==> src/rtl/dlr_pkg.sv <==
// dlr_pkg: shared widths, register indexes, pipeline word types and the
// arithmetic helpers of the daylight ramp brightness block
// no dependencies
package dlr_pkg;

    localparam int HOUR_W     = 5;
    localparam int MIN_W      = 6;
    localparam int TIME_W     = 12;
    localparam int LEN_W      = 11;
    localparam int LEVEL_W    = 8;
    localparam int QUO_W      = LEVEL_W;
    localparam int PROD_W     = LEVEL_W + LEN_W;
    localparam int IDX_W      = 3;
    localparam int CFG_W      = 11;
    localparam int FIFO_DEPTH = 4;
    localparam int FIFO_AW    = $clog2(FIFO_DEPTH);
    localparam int QSTEP_W    = $clog2(QUO_W);

    localparam logic [TIME_W-1:0] MINUTES_PER_HOUR = TIME_W'(60);

    typedef enum logic [IDX_W-1:0] {
        REG_START_HOUR   = 3'd0,
        REG_START_MINUTE = 3'd1,
        REG_END_HOUR     = 3'd2,
        REG_END_MINUTE   = 3'd3,
        REG_RISE_MINUTES = 3'd4,
        REG_FALL_MINUTES = 3'd5,
        REG_PEAK_LEVEL   = 3'd6
    } reg_index_t;

    // classified time sample, after the window test
    typedef struct packed {
        logic               zero;
        logic               sat_up;
        logic               sat_dn;
        logic [LEVEL_W-1:0] peak;
        logic [LEN_W-1:0]   elapsed_up;
        logic [LEN_W-1:0]   elapsed_dn;
        logic [LEN_W-1:0]   len_up;
        logic [LEN_W-1:0]   len_dn;
    } dlr_class_t;

    // word carried through the queue and the divider stages
    typedef struct packed {
        logic               zero;
        logic               sat_up;
        logic               sat_dn;
        logic [LEVEL_W-1:0] peak;
        logic [PROD_W-1:0]  rem_up;
        logic [PROD_W-1:0]  rem_dn;
        logic [LEN_W-1:0]   div_up;
        logic [LEN_W-1:0]   div_dn;
        logic [QUO_W-1:0]   quo_up;
        logic [QUO_W-1:0]   quo_dn;
    } dlr_work_t;

    function automatic logic [TIME_W-1:0] minute_count(
        input logic [HOUR_W-1:0] hour,
        input logic [MIN_W-1:0]  minute
    );
        return TIME_W'(TIME_W'(hour) * MINUTES_PER_HOUR) + TIME_W'(minute);
    endfunction

    // one restoring division step for both ramps, quotient bit b
    function automatic dlr_work_t div_step(
        input dlr_work_t          w,
        input logic [QSTEP_W-1:0] b
    );
        dlr_work_t         r;
        logic [PROD_W-1:0] sh_up;
        logic [PROD_W-1:0] sh_dn;
        r     = w;
        sh_up = PROD_W'(w.div_up) << b;
        sh_dn = PROD_W'(w.div_dn) << b;
        if (w.rem_up >= sh_up) begin
            r.rem_up    = w.rem_up - sh_up;
            r.quo_up[b] = 1'b1;
        end
        if (w.rem_dn >= sh_dn) begin
            r.rem_dn    = w.rem_dn - sh_dn;
            r.quo_dn[b] = 1'b1;
        end
        return r;
    endfunction

endpackage

==> src/rtl/dlr_front.sv <==
// dlr_front: schedule registers, window test and ramp numerators
// two register stages; uses dlr_pkg
module dlr_front (
    input  logic                        aclk,
    input  logic                        aresetn,
    input  logic                        cfg_valid,
    input  logic [dlr_pkg::IDX_W-1:0]   cfg_index,
    input  logic [dlr_pkg::CFG_W-1:0]   cfg_data,
    input  logic                        s_valid,
    output logic                        s_ready,
    input  logic [dlr_pkg::HOUR_W-1:0]  s_hour_of_day,
    input  logic [dlr_pkg::MIN_W-1:0]   s_minute_of_hour,
    input  logic                        s_clock_valid,
    output logic                        out_valid,
    input  logic                        out_ready,
    output dlr_pkg::dlr_work_t          out_data
);
    import dlr_pkg::*;

    logic [HOUR_W-1:0]  start_hour_reg;
    logic [MIN_W-1:0]   start_minute_reg;
    logic [HOUR_W-1:0]  end_hour_reg;
    logic [MIN_W-1:0]   end_minute_reg;
    logic [LEN_W-1:0]   rise_minutes_reg;
    logic [LEN_W-1:0]   fall_minutes_reg;
    logic [LEVEL_W-1:0] peak_level_reg;

    dlr_class_t cls_reg, cls_next;
    logic       cls_valid_reg;
    dlr_work_t  work_reg, work_next;
    logic       work_valid_reg;
    logic       adv;

    logic [TIME_W-1:0] now_t, open_t, close_t, d_up, d_dn;

    always_ff @(posedge aclk) begin
        if (!aresetn) begin
            start_hour_reg   <= '0;
            start_minute_reg <= '0;
            end_hour_reg     <= '0;
            end_minute_reg   <= '0;
            rise_minutes_reg <= '0;
            fall_minutes_reg <= '0;
            peak_level_reg   <= '0;
        end else if (cfg_valid) begin
            case (reg_index_t'(cfg_index))
                REG_START_HOUR:   start_hour_reg   <= cfg_data[HOUR_W-1:0];
                REG_START_MINUTE: start_minute_reg <= cfg_data[MIN_W-1:0];
                REG_END_HOUR:     end_hour_reg     <= cfg_data[HOUR_W-1:0];
                REG_END_MINUTE:   end_minute_reg   <= cfg_data[MIN_W-1:0];
                REG_RISE_MINUTES: rise_minutes_reg <= cfg_data[LEN_W-1:0];
                REG_FALL_MINUTES: fall_minutes_reg <= cfg_data[LEN_W-1:0];
                REG_PEAK_LEVEL:   peak_level_reg   <= cfg_data[LEVEL_W-1:0];
                default: ;
            endcase
        end
    end

    assign adv     = !work_valid_reg || out_ready;
    assign s_ready = adv;

    always_comb begin
        now_t   = minute_count(s_hour_of_day, s_minute_of_hour);
        open_t  = minute_count(start_hour_reg, start_minute_reg);
        close_t = minute_count(end_hour_reg, end_minute_reg);
        d_up    = now_t - open_t;
        d_dn    = close_t - now_t;

        cls_next.zero       = !(s_clock_valid && (now_t > open_t) && (now_t < close_t));
        cls_next.sat_up     = d_up >= TIME_W'(rise_minutes_reg);
        cls_next.sat_dn     = d_dn >= TIME_W'(fall_minutes_reg);
        cls_next.peak       = peak_level_reg;
        // below the ramp length the distance fits the length width
        cls_next.elapsed_up = d_up[LEN_W-1:0];
        cls_next.elapsed_dn = d_dn[LEN_W-1:0];
        cls_next.len_up     = rise_minutes_reg;
        cls_next.len_dn     = fall_minutes_reg;
    end

    always_comb begin
        work_next.zero   = cls_reg.zero;
        work_next.sat_up = cls_reg.sat_up;
        work_next.sat_dn = cls_reg.sat_dn;
        work_next.peak   = cls_reg.peak;
        work_next.rem_up = cls_reg.sat_up ? '0
                         : PROD_W'(cls_reg.peak) * PROD_W'(cls_reg.elapsed_up);
        work_next.rem_dn = cls_reg.sat_dn ? '0
                         : PROD_W'(cls_reg.peak) * PROD_W'(cls_reg.elapsed_dn);
        work_next.div_up = cls_reg.len_up;
        work_next.div_dn = cls_reg.len_dn;
        work_next.quo_up = '0;
        work_next.quo_dn = '0;
    end

    always_ff @(posedge aclk) begin
        if (!aresetn) begin
            cls_valid_reg  <= 1'b0;
            work_valid_reg <= 1'b0;
        end else if (adv) begin
            cls_valid_reg  <= s_valid;
            work_valid_reg <= cls_valid_reg;
        end
    end

    always_ff @(posedge aclk) begin
        if (adv) begin
            cls_reg  <= cls_next;
            work_reg <= work_next;
        end
    end

    assign out_valid = work_valid_reg;
    assign out_data  = work_reg;

endmodule

==> src/rtl/dlr_fifo.sv <==
// dlr_fifo: short word queue between the classifier and the divider
// uses dlr_pkg for the word type and depth
module dlr_fifo (
    input  logic               aclk,
    input  logic               aresetn,
    input  logic               push_valid,
    output logic               push_ready,
    input  dlr_pkg::dlr_work_t push_data,
    output logic               pop_valid,
    input  logic               pop_ready,
    output dlr_pkg::dlr_work_t pop_data
);
    import dlr_pkg::*;

    dlr_work_t          mem_reg [FIFO_DEPTH];
    logic [FIFO_AW-1:0] wr_ptr_reg, wr_ptr_next;
    logic [FIFO_AW-1:0] rd_ptr_reg, rd_ptr_next;
    logic [FIFO_AW:0]   count_reg, count_next;
    logic               push, pop;

    assign push_ready = count_reg != (FIFO_AW+1)'(FIFO_DEPTH);
    assign pop_valid  = count_reg != '0;
    assign push       = push_valid && push_ready;
    assign pop        = pop_valid && pop_ready;
    assign pop_data   = mem_reg[rd_ptr_reg];

    always_comb begin
        wr_ptr_next = push ? FIFO_AW'(wr_ptr_reg + 1'b1) : wr_ptr_reg;
        rd_ptr_next = pop  ? FIFO_AW'(rd_ptr_reg + 1'b1) : rd_ptr_reg;
        count_next  = count_reg;
        if (push && !pop) begin
            count_next = count_reg + 1'b1;
        end else if (pop && !push) begin
            count_next = count_reg - 1'b1;
        end
    end

    always_ff @(posedge aclk) begin
        if (!aresetn) begin
            wr_ptr_reg <= '0;
            rd_ptr_reg <= '0;
            count_reg  <= '0;
        end else begin
            wr_ptr_reg <= wr_ptr_next;
            rd_ptr_reg <= rd_ptr_next;
            count_reg  <= count_next;
        end
    end

    always_ff @(posedge aclk) begin
        if (push) begin
            mem_reg[wr_ptr_reg] <= push_data;
        end
    end

endmodule

==> src/rtl/dlr_back.sv <==
// dlr_back: pipelined restoring divider for both ramps, one quotient bit
// per stage, then the min and the output register; uses dlr_pkg
module dlr_back (
    input  logic                        aclk,
    input  logic                        aresetn,
    input  logic                        in_valid,
    output logic                        in_ready,
    input  dlr_pkg::dlr_work_t          in_data,
    output logic                        m_valid,
    input  logic                        m_ready,
    output logic [dlr_pkg::LEVEL_W-1:0] m_level
);
    import dlr_pkg::*;

    dlr_work_t          stg_reg       [QUO_W];
    logic               stg_valid_reg [QUO_W];
    logic               m_valid_reg;
    logic [LEVEL_W-1:0] m_level_reg, m_level_next;
    logic [LEVEL_W-1:0] up_val, dn_val;
    dlr_work_t          last;
    logic               adv;

    // whole pipeline moves together unless the result is held
    assign adv      = !m_valid_reg || m_ready;
    assign in_ready = adv;

    for (genvar k = 0; k < QUO_W; k++) begin : g_div
        if (k == 0) begin : g_first
            always_ff @(posedge aclk) begin
                if (adv) begin
                    stg_reg[k] <= div_step(in_data, QSTEP_W'(QUO_W-1-k));
                end
            end
            always_ff @(posedge aclk) begin
                if (!aresetn) begin
                    stg_valid_reg[k] <= 1'b0;
                end else if (adv) begin
                    stg_valid_reg[k] <= in_valid;
                end
            end
        end else begin : g_next
            always_ff @(posedge aclk) begin
                if (adv) begin
                    stg_reg[k] <= div_step(stg_reg[k-1], QSTEP_W'(QUO_W-1-k));
                end
            end
            always_ff @(posedge aclk) begin
                if (!aresetn) begin
                    stg_valid_reg[k] <= 1'b0;
                end else if (adv) begin
                    stg_valid_reg[k] <= stg_valid_reg[k-1];
                end
            end
        end
    end

    always_comb begin
        last         = stg_reg[QUO_W-1];
        up_val       = last.sat_up ? last.peak : last.quo_up;
        dn_val       = last.sat_dn ? last.peak : last.quo_dn;
        m_level_next = '0;
        if (!last.zero) begin
            m_level_next = (up_val < dn_val) ? up_val : dn_val;
        end
    end

    always_ff @(posedge aclk) begin
        if (!aresetn) begin
            m_valid_reg <= 1'b0;
        end else if (adv) begin
            m_valid_reg <= stg_valid_reg[QUO_W-1];
        end
    end

    always_ff @(posedge aclk) begin
        if (adv) begin
            m_level_reg <= m_level_next;
        end
    end

    assign m_valid = m_valid_reg;
    assign m_level = m_level_reg;

endmodule

==> src/rtl/daylight_ramp_brightness_top.sv <==
// daylight_ramp_brightness_top: brightness of one led strip from the time
// of day; connects dlr_front, dlr_fifo and dlr_back, uses dlr_pkg
//
// usage:
// - cfg channel (cfg_valid/cfg_ready, cfg_index, cfg_data) writes the
//   schedule: 0 start hour, 1 start minute, 2 end hour, 3 end minute,
//   4 rise minutes, 5 fall minutes, 6 peak level; other indexes are
//   dropped. cfg_ready is always high; write only while the block is idle
// - s channel takes one time sample per word (hour, minute, clock valid)
// - m channel returns one level word per sample, in order
// - path: a word accepted on s passes 2 classifier stages, 1 queue slot,
//   8 divider stages and the output register before it shows on m_valid
// - throughput: one word per cycle while not stalled; the divider resolves one quotient bit
//   per stage for both ramps in parallel
// - when m_ready is low with a result waiting, the divider pipeline holds, the 4-word queue
//   fills, and then s_ready drops
// - reset (aresetn low, synchronous) empties all stages and the queue and
//   clears every schedule register to 0
module daylight_ramp_brightness_top (
    input  logic                        aclk,
    input  logic                        aresetn,
    input  logic                        cfg_valid,
    output logic                        cfg_ready,
    input  logic [dlr_pkg::IDX_W-1:0]   cfg_index,
    input  logic [dlr_pkg::CFG_W-1:0]   cfg_data,
    input  logic                        s_valid,
    output logic                        s_ready,
    input  logic [dlr_pkg::HOUR_W-1:0]  s_hour_of_day,
    input  logic [dlr_pkg::MIN_W-1:0]   s_minute_of_hour,
    input  logic                        s_clock_valid,
    output logic                        m_valid,
    input  logic                        m_ready,
    output logic [dlr_pkg::LEVEL_W-1:0] m_level
);
    import dlr_pkg::*;

    logic      fr_valid, fr_ready;
    dlr_work_t fr_data;
    logic      q_valid, q_ready;
    dlr_work_t q_data;

    assign cfg_ready = 1'b1;

    dlr_front u_front (
        .aclk             (aclk),
        .aresetn          (aresetn),
        .cfg_valid        (cfg_valid),
        .cfg_index        (cfg_index),
        .cfg_data         (cfg_data),
        .s_valid          (s_valid),
        .s_ready          (s_ready),
        .s_hour_of_day    (s_hour_of_day),
        .s_minute_of_hour (s_minute_of_hour),
        .s_clock_valid    (s_clock_valid),
        .out_valid        (fr_valid),
        .out_ready        (fr_ready),
        .out_data         (fr_data)
    );

    dlr_fifo u_fifo (
        .aclk       (aclk),
        .aresetn    (aresetn),
        .push_valid (fr_valid),
        .push_ready (fr_ready),
        .push_data  (fr_data),
        .pop_valid  (q_valid),
        .pop_ready  (q_ready),
        .pop_data   (q_data)
    );

    dlr_back u_back (
        .aclk     (aclk),
        .aresetn  (aresetn),
        .in_valid (q_valid),
        .in_ready (q_ready),
        .in_data  (q_data),
        .m_valid  (m_valid),
        .m_ready  (m_ready),
        .m_level  (m_level)
    );

endmodule

==> config.mk <==
export PLATFORM = sky130hd
export DESIGN_NAME = daylight_ramp_brightness_top
export DESIGN_NICKNAME = d
export VERILOG_FILES = /design/src/rtl/dlr_pkg.sv /design/src/rtl/dlr_front.sv /design/src/rtl/dlr_fifo.sv /design/src/rtl/dlr_back.sv /design/src/rtl/daylight_ramp_brightness_top.sv
export SDC_FILE = /design/constraint.sdc
export NUM_CORES = 2
export LEC_CHECK = 0
export BUFFER_PORTS_ARGS = -buffer_cell sky130_fd_sc_hd__buf_2
export CAP_MARGIN = 20
export CELL_PAD_IN_SITES_DETAIL_PLACEMENT = 0
export CELL_PAD_IN_SITES_GLOBAL_PLACEMENT = 2
export CORE_ASPECT_RATIO = 0.7
export CORE_MARGIN = 1.5
export CORE_UTILIZATION = 50
export CTS_CLUSTER_DIAMETER = 40
export DETAILED_ROUTE_END_ITERATION = 12
export GPL_TIMING_DRIVEN = 0
export HOLD_SLACK_MARGIN = 0.12
export PLACE_DENSITY_LB_ADDON = 0.1
export SYNTH_ARGS = -nofsm -noshare
export SYNTH_HDL_FRONTEND = slang
export SYNTH_SLANG_ARGS = --single-unit
==> constraint.sdc <==
create_clock -name aclk -period 21.1 [get_ports aclk]
set_input_delay 1.055 -clock aclk [delete_from_list [all_inputs] [get_ports aclk]]
set_output_delay 1.055 -clock aclk [all_outputs]
set_load 0.005 [all_outputs]
# ---- After elaboration in Yosys (flattened, before gate mapping)
# Memories as Yosys holds them, arrays and structs flattened. A register that Yosys moved wholly into a read port is not among the register bits.
# Index checks and enable logic that the tools add are counted.
dict set report word_totals {
  out_inout_bits 11
  latchBits 0
  ff_bits 195
  mem_bits_rw 988
  elab_cells 208
  rom_bits 0
  memories 3
  inputBits 31
}
# memory words width read_ports rd_ports_with_merged_regs write_ports line_no
set mem_list {}
lappend mem_list {u_back.stg_reg 8 87 8 0 8 dlr_back.sv:15} ;# dlr_work_t stg_reg [QUO_W];
lappend mem_list {u_fifo.mem_reg 4 71 1 1 1 dlr_fifo.sv:15} ;# dlr_work_t mem_reg [FIFO_DEPTH];
lappend mem_list {u_back.stg_valid_reg 8 1 8 1 8 dlr_back.sv:16} ;# logic stg_valid_reg [QUO_W];
dict set report classes {
  order_cmp 21
  n_bitwise 8
  n_mux 86
  shifts 0
  n_div 0
  addsub 25
  n_mul 5
  n_eq_ne 7
  n_reduce_logical 24
}
# operator count
set ops {}
lappend ops {{2-to-1 mux 19 bit} 32}
lappend ops {{2-to-1 mux 1 bit} 47}
lappend ops {{greater-or-equal comparator 19 x 11 -> 1 bit} 2}
lappend ops {{greater-or-equal comparator 19 x 12 -> 1 bit} 2}
lappend ops {{greater-or-equal comparator 19 x 13 -> 1 bit} 2}
lappend ops {{greater-or-equal comparator 19 x 14 -> 1 bit} 2}
lappend ops {{greater-or-equal comparator 19 x 15 -> 1 bit} 2}
lappend ops {{greater-or-equal comparator 19 x 16 -> 1 bit} 2}
lappend ops {{greater-or-equal comparator 19 x 17 -> 1 bit} 2}
lappend ops {{greater-or-equal comparator 19 x 18 -> 1 bit} 2}
lappend ops {{multiplier 8 x 11 -> 19 bit} 2}
lappend ops {{subtractor 19 x 11 -> 19 bit} 2}
lappend ops {{subtractor 19 x 12 -> 19 bit} 2}
lappend ops {{subtractor 19 x 13 -> 19 bit} 2}
lappend ops {{subtractor 19 x 14 -> 19 bit} 2}
lappend ops {{subtractor 19 x 15 -> 19 bit} 2}
lappend ops {{subtractor 19 x 16 -> 19 bit} 2}
lappend ops {{subtractor 19 x 17 -> 19 bit} 2}
lappend ops {{subtractor 19 x 18 -> 19 bit} 2}
lappend ops {{adder 11 x 6 -> 12 bit} 3}
lappend ops {{multiplier 5 x 4 -> 9 bit, second input constant} 3}
lappend ops {{greater-or-equal comparator 12 x 11 -> 1 bit} 2}
lappend ops {{2-to-1 mux 8 bit} 3}
lappend ops {{subtractor 12 bit} 2}
lappend ops {{other kinds (20)} 50}

# ---- Logic depth before layout (Yosys ltp)
dict set report logic_depth {
  ltp_word 6
  depth_mapped 22
  mapped_depth_nobuf 22
}

# ---- Hierarchy
# A second synthesis with hierarchy kept.
dict set report unflattened {
  hier_cells 4433
  area_unflattened_um2 59981.3
}
# module instances cells_each seq_area_each_um2 area_per_inst_um2
set modules_own_cells {}
lappend modules_own_cells {dlr_back 1 2426 19588.8 31672.9}
lappend modules_own_cells {dlr_front 1 1502 4864.7 15268.4}
lappend modules_own_cells {dlr_fifo 1 503 10630.2 13028.7}
lappend modules_own_cells {daylight_ramp_brightness_top 1 2 0.0 11.3}

# ---- Least setup slack after synthesis
# No wires, ideal clock.
dict set report synth_path {
  path_type {input port to flip-flop}
  from {input port m_ready}
  to {memory u_back.stg_valid_reg[1] (data pin)}
  cell_stages 3
  setup_time_ns 0.217
  required_ns 20.883
  setup_slack_ns 7.374
  arrival_time_ns 13.509
  n_path_buf 0
  cell_sequence {nor2b_1 -> inv_1 -> and3_1}
}
# item line_no
set synth_rtl {}
lappend synth_rtl {{from (decl)} daylight_ramp_brightness_top.sv:32} ;# input logic m_ready,
lappend synth_rtl {{to (decl)} dlr_back.sv:16}

==> impl_results.md <==
- Area grow syn2layout: 12.8%
- Most frequent cells in the layout: edfxtp_1 (1005), inv_1 (475), ha_1 (358)
- Die height: 280 um
- Initial DRC count: 1885
- FMAX: 0.166 GHz
- Seq/Total Area, Yosys: 0.575
- Clock tree sinks: 1070
- Ports: 42
- CP bufs+invs: 5
- Post-CTS sizing: 0
- Hold Path Stages: 0
- R2R setup slack: 15.06 ns
- Clock Path Buffers: 3
- Avg WL per Cell: 18.7 um
- First-pass GRT wire length: 176 mm
- Largest net degree at the start of global routing: 145
- Max-slew violation count: 0
- Critical path peak fanout: 10
- Worst EP required: 21.58 ns
- Setup tns final: 0 ns
- WP data arrival: 6.52 ns
- Clk slew on worst S/H paths: 0.06 ns
- Commonest non-fill, non-tap cell in the layout: edfxtp_1
- Total wire length: 111 mm
- P_leak: 24.7 nW
- Setup crit start kind: flip-flop
- Post-route minimum period: 6.04 ns
- Hold Buf Count CTS: 0
- Hold_sp: u_back.stg_reg[1][93]$_DFFE_PN_
- Via density: 5.19
- Met2 global-route usage: 0.310
- Status: completed
- EDFF count, synth: 1005
- Port-buffer cells: 37
- Starting Density: 0.505
- R2R cell count: 16
- Cell count after synthesis: 4181
- Global-route met1 utilization: 0.304
- Least-Margin Pin Slew: 1.04 ns
- Setup WS post-layout: 15.06 ns
- Setup violations, final: 0
- Crit path max-delay family: buffers and inverters
- Synthesis-stage register bit count: 1070
- H-Tree Depth: 4
- Maxcap violations: 0
- Syn. warnings: 0
- Total core area: 0.108 mm^2
- Final hold vios: 0
- Mapped cell area: 0.0547 mm^2
- Synth cell types: 91
- Detailed placement HPWL: 82.3 mm
- Vias: 30700
- Mapped Nets: 4719
- Vias in the first global route: 31200
- Fillcell total: 8884
- Critical path class: reg -> reg
- CP max stage delay: 0.78 ns
- HP Class: reg -> reg
- Critical Path Slowest Stage Cell: buf_1
- Initial antenna violation count: 4
- Root Driver: clkbuf_16
- Clock Skews: 0.0307 ns
- Die Width: 398 um
- Die area: 0.111 mm^2
- DRC violations left: 0
- End of the worst register-to-register path: u_back.stg_reg[0][71]$_DFFE_PN_
- Unrepaired setup endpoints after global routing: no
- Area share of the largest cell type after synthesis: 0.552
- Clock buffer count from CTS: 134
- Post-synth top area cell: edfxtp_1
- Skew-Pair Late Insertion Delay: 0.75 ns
- Relative slew slack: 0.300
- Final ANT Viol Nets: 0
- Share of cells above drive strength 1: 0.101
- Met3 GRT Util: 0.0335
- Largest register FFs: 580
- Most Used Layer, Global Route: met2
- Crit-path cells: buf_2, buf_2, buf_1, clkbuf_1, mux4_2, ha_1, fa_1, nor2b_1, o21ai_1, a21boi_0, o21ai_0, a21oi_1, a41o_1, or2_1, buf_6, mux2_2
- Worst Hold Endpoint: u_back.stg_reg[1][180]$_DFFE_PN_
- Final net count: 4903
- Grt total ovfl: 0
- Largest cells by area after synthesis: edfxtp_1 (55%), ha_1 (8.2%), fa_1 (5.5%)
- Dominant synthesized flop cell: edfxtp_1
- CTS tree: done
- Syn_area_per_cell: 13.1 um^2
- Maximum vdd drop: 0.0928 mV
- Drt pass-1 iters: 5
- CP Capture Type: flip-flop
- Total GRT Usage: 0.205
- Post-place setup slack: 14.62 ns
- Final GP Congestion: 0.815
- # Post-CTS Setup Buffers: 0
- Row count: 101
- Pwr Density: 155 mW/mm^2
- Period utilization: 0.286
- Asr flop ratio synth: 0
- Cell mode on critical path: buf_2
[logic make-up (layout without fill, tap and decap cells)]
group | count (synthesis) | after routing | share of synthesized area
adders and majority gates | 508 | 508 | 0.137
xor gates and xnor gates | 216 | 216 | 0.0348
other | 1 | 2 | 0.0000685
AOI/OAI and AO/OA | 630 | 630 | 0.0735
and+or+nand+nor | 1029 | 1029 | 0.0931
muxes | 162 | 162 | 0.0460
buffers and inverters | 565 | 861 | 0.0405
DFF | 1070 | 1070 | 0.575
[Yosys cell counts, types with 5 or more instances]
| library cell | number |
|---|---|
| and3_1 | 26 |
| inv_1 | 476 |
| o21ai_0 | 151 |
| o31ai_1 | 14 |
| nor4_1 | 29 |
| clkbuf_1 | 52 |
| fa_1 | 149 |
| nand4b_1 | 9 |
| nor2_1 | 206 |
| o21bai_1 | 15 |
| nand2_1 | 327 |
| nand4_1 | 38 |
| mux4_2 | 66 |
| nand3b_1 | 6 |
| ha_1 | 358 |
| buf_2 | 20 |
| nor3_1 | 56 |
| nand3_1 | 41 |
| or2_2 | 6 |
| a21boi_0 | 51 |
| a31o_2 | 5 |
| a2111oi_0 | 5 |
| a211oi_2 | 5 |
| nor2b_1 | 88 |
| a31oi_1 | 7 |
| a311oi_1 | 5 |
| and2_1 | 105 |
| o21ai_1 | 20 |
| dfxtp_1 | 65 |
| xnor2_1 | 123 |
| o21a_1 | 24 |
| nand2b_1 | 47 |
| or3_1 | 22 |
| a21o_1 | 58 |
| xor2_1 | 92 |
| a21oi_1 | 186 |
| edfxtp_1 | 1005 |
| mux2i_1 | 53 |
| buf_6 | 9 |
| a211oi_1 | 24 |
| mux2_2 | 42 |
[how the worst max path moves through the flow]
| stage | from | endpoint | slack [ns] | cells after the start |
|---|---|---|---|---|
| after detailed placement | s_hour_of_day[0] | u_front.cls_reg[52]$_DFFE_PP_ | 14.62 | 21 |
| after floorplan | m_ready | u_back.stg_valid_reg[1]$_DFFE_PP_ | 7.37 | 3 |
| final | flip-flop | u_back.stg_reg[0][71]$_DFFE_PN_ | 15.06 | 16 |
| after CTS | flip-flop | u_back.stg_reg[0][71]$_DFFE_PN_ | 14.98 | 16 |
| after global placement | m_ready | u_back.stg_valid_reg[4]$_DFF_P_ | 3.18 | 5 |
| after global routing | flip-flop | u_back.stg_reg[0][67]$_DFFE_PN_ | 14.74 | 16 |
[cell type report]
cell class              count  area (um^2)  area share
repair buffers             48          472     0.00764
clock inverters            91         1190      0.0194
flip-flops and latches   1070        31500       0.510
multi-input cells        2546        21000       0.341
well taps                1442         1800      0.0292
plain buffers              86          419     0.00679
clock buffers             157         3520      0.0571
diodes                      1         2.50   0.0000405
inverters                 479         1810      0.0292
[report_power, final]
group          switching (mW)  internal (mW)  total (mW)
Sequential              0.401           3.25        3.65
Clock                   0.931           1.44        2.37
Combinational            1.97           1.58        3.54
[through the flow]
stage / cells / area, um^2 / power, mW / hold slack, ns / util
after floorplan: 4181 / 54700 / 6.25 / 0.400 / -
after global placement: 5660 / 56700 / 7.24 / 0.401 / 0.523
after detailed placement: 5670 / 57000 / 7.25 / 0.405 / 0.526
after CTS: 5918 / 61700 / 9.66 / 0.412 / 0.569
after global routing: 5919 / 61700 / 10.2 / 0.412 / 0.569
final: 5920 / 61700 / 9.56 / 0.413 / 0.569
[worst register-to-register path: cells and delay by family, from the launching register on]
| family | cells | cell delay (ns) |
|---|---|---|
| AOI/OAI and AO/OA | 5 | 0.91 |
| adders and majority gates | 2 | 0.72 |
| buffers and inverters | 5 | 2.45 |
| DFF | 1 | 0.61 |
| muxes | 2 | 0.83 |
| and+or+nand+nor | 2 | 0.27 |
[per-layer routing]
| metal | vias to the layer above | wire (um) |
|---|---|---|
| li1 | 15400 | - |
| met1 | 14700 | 55600 |
| met2 | 435 | 48200 |
| met3 | 159 | 4100 |
| met4 | 0 | 2610 |
| met5 | - | 0 |
No activity file was read; power rests on OpenSTA's default activity.
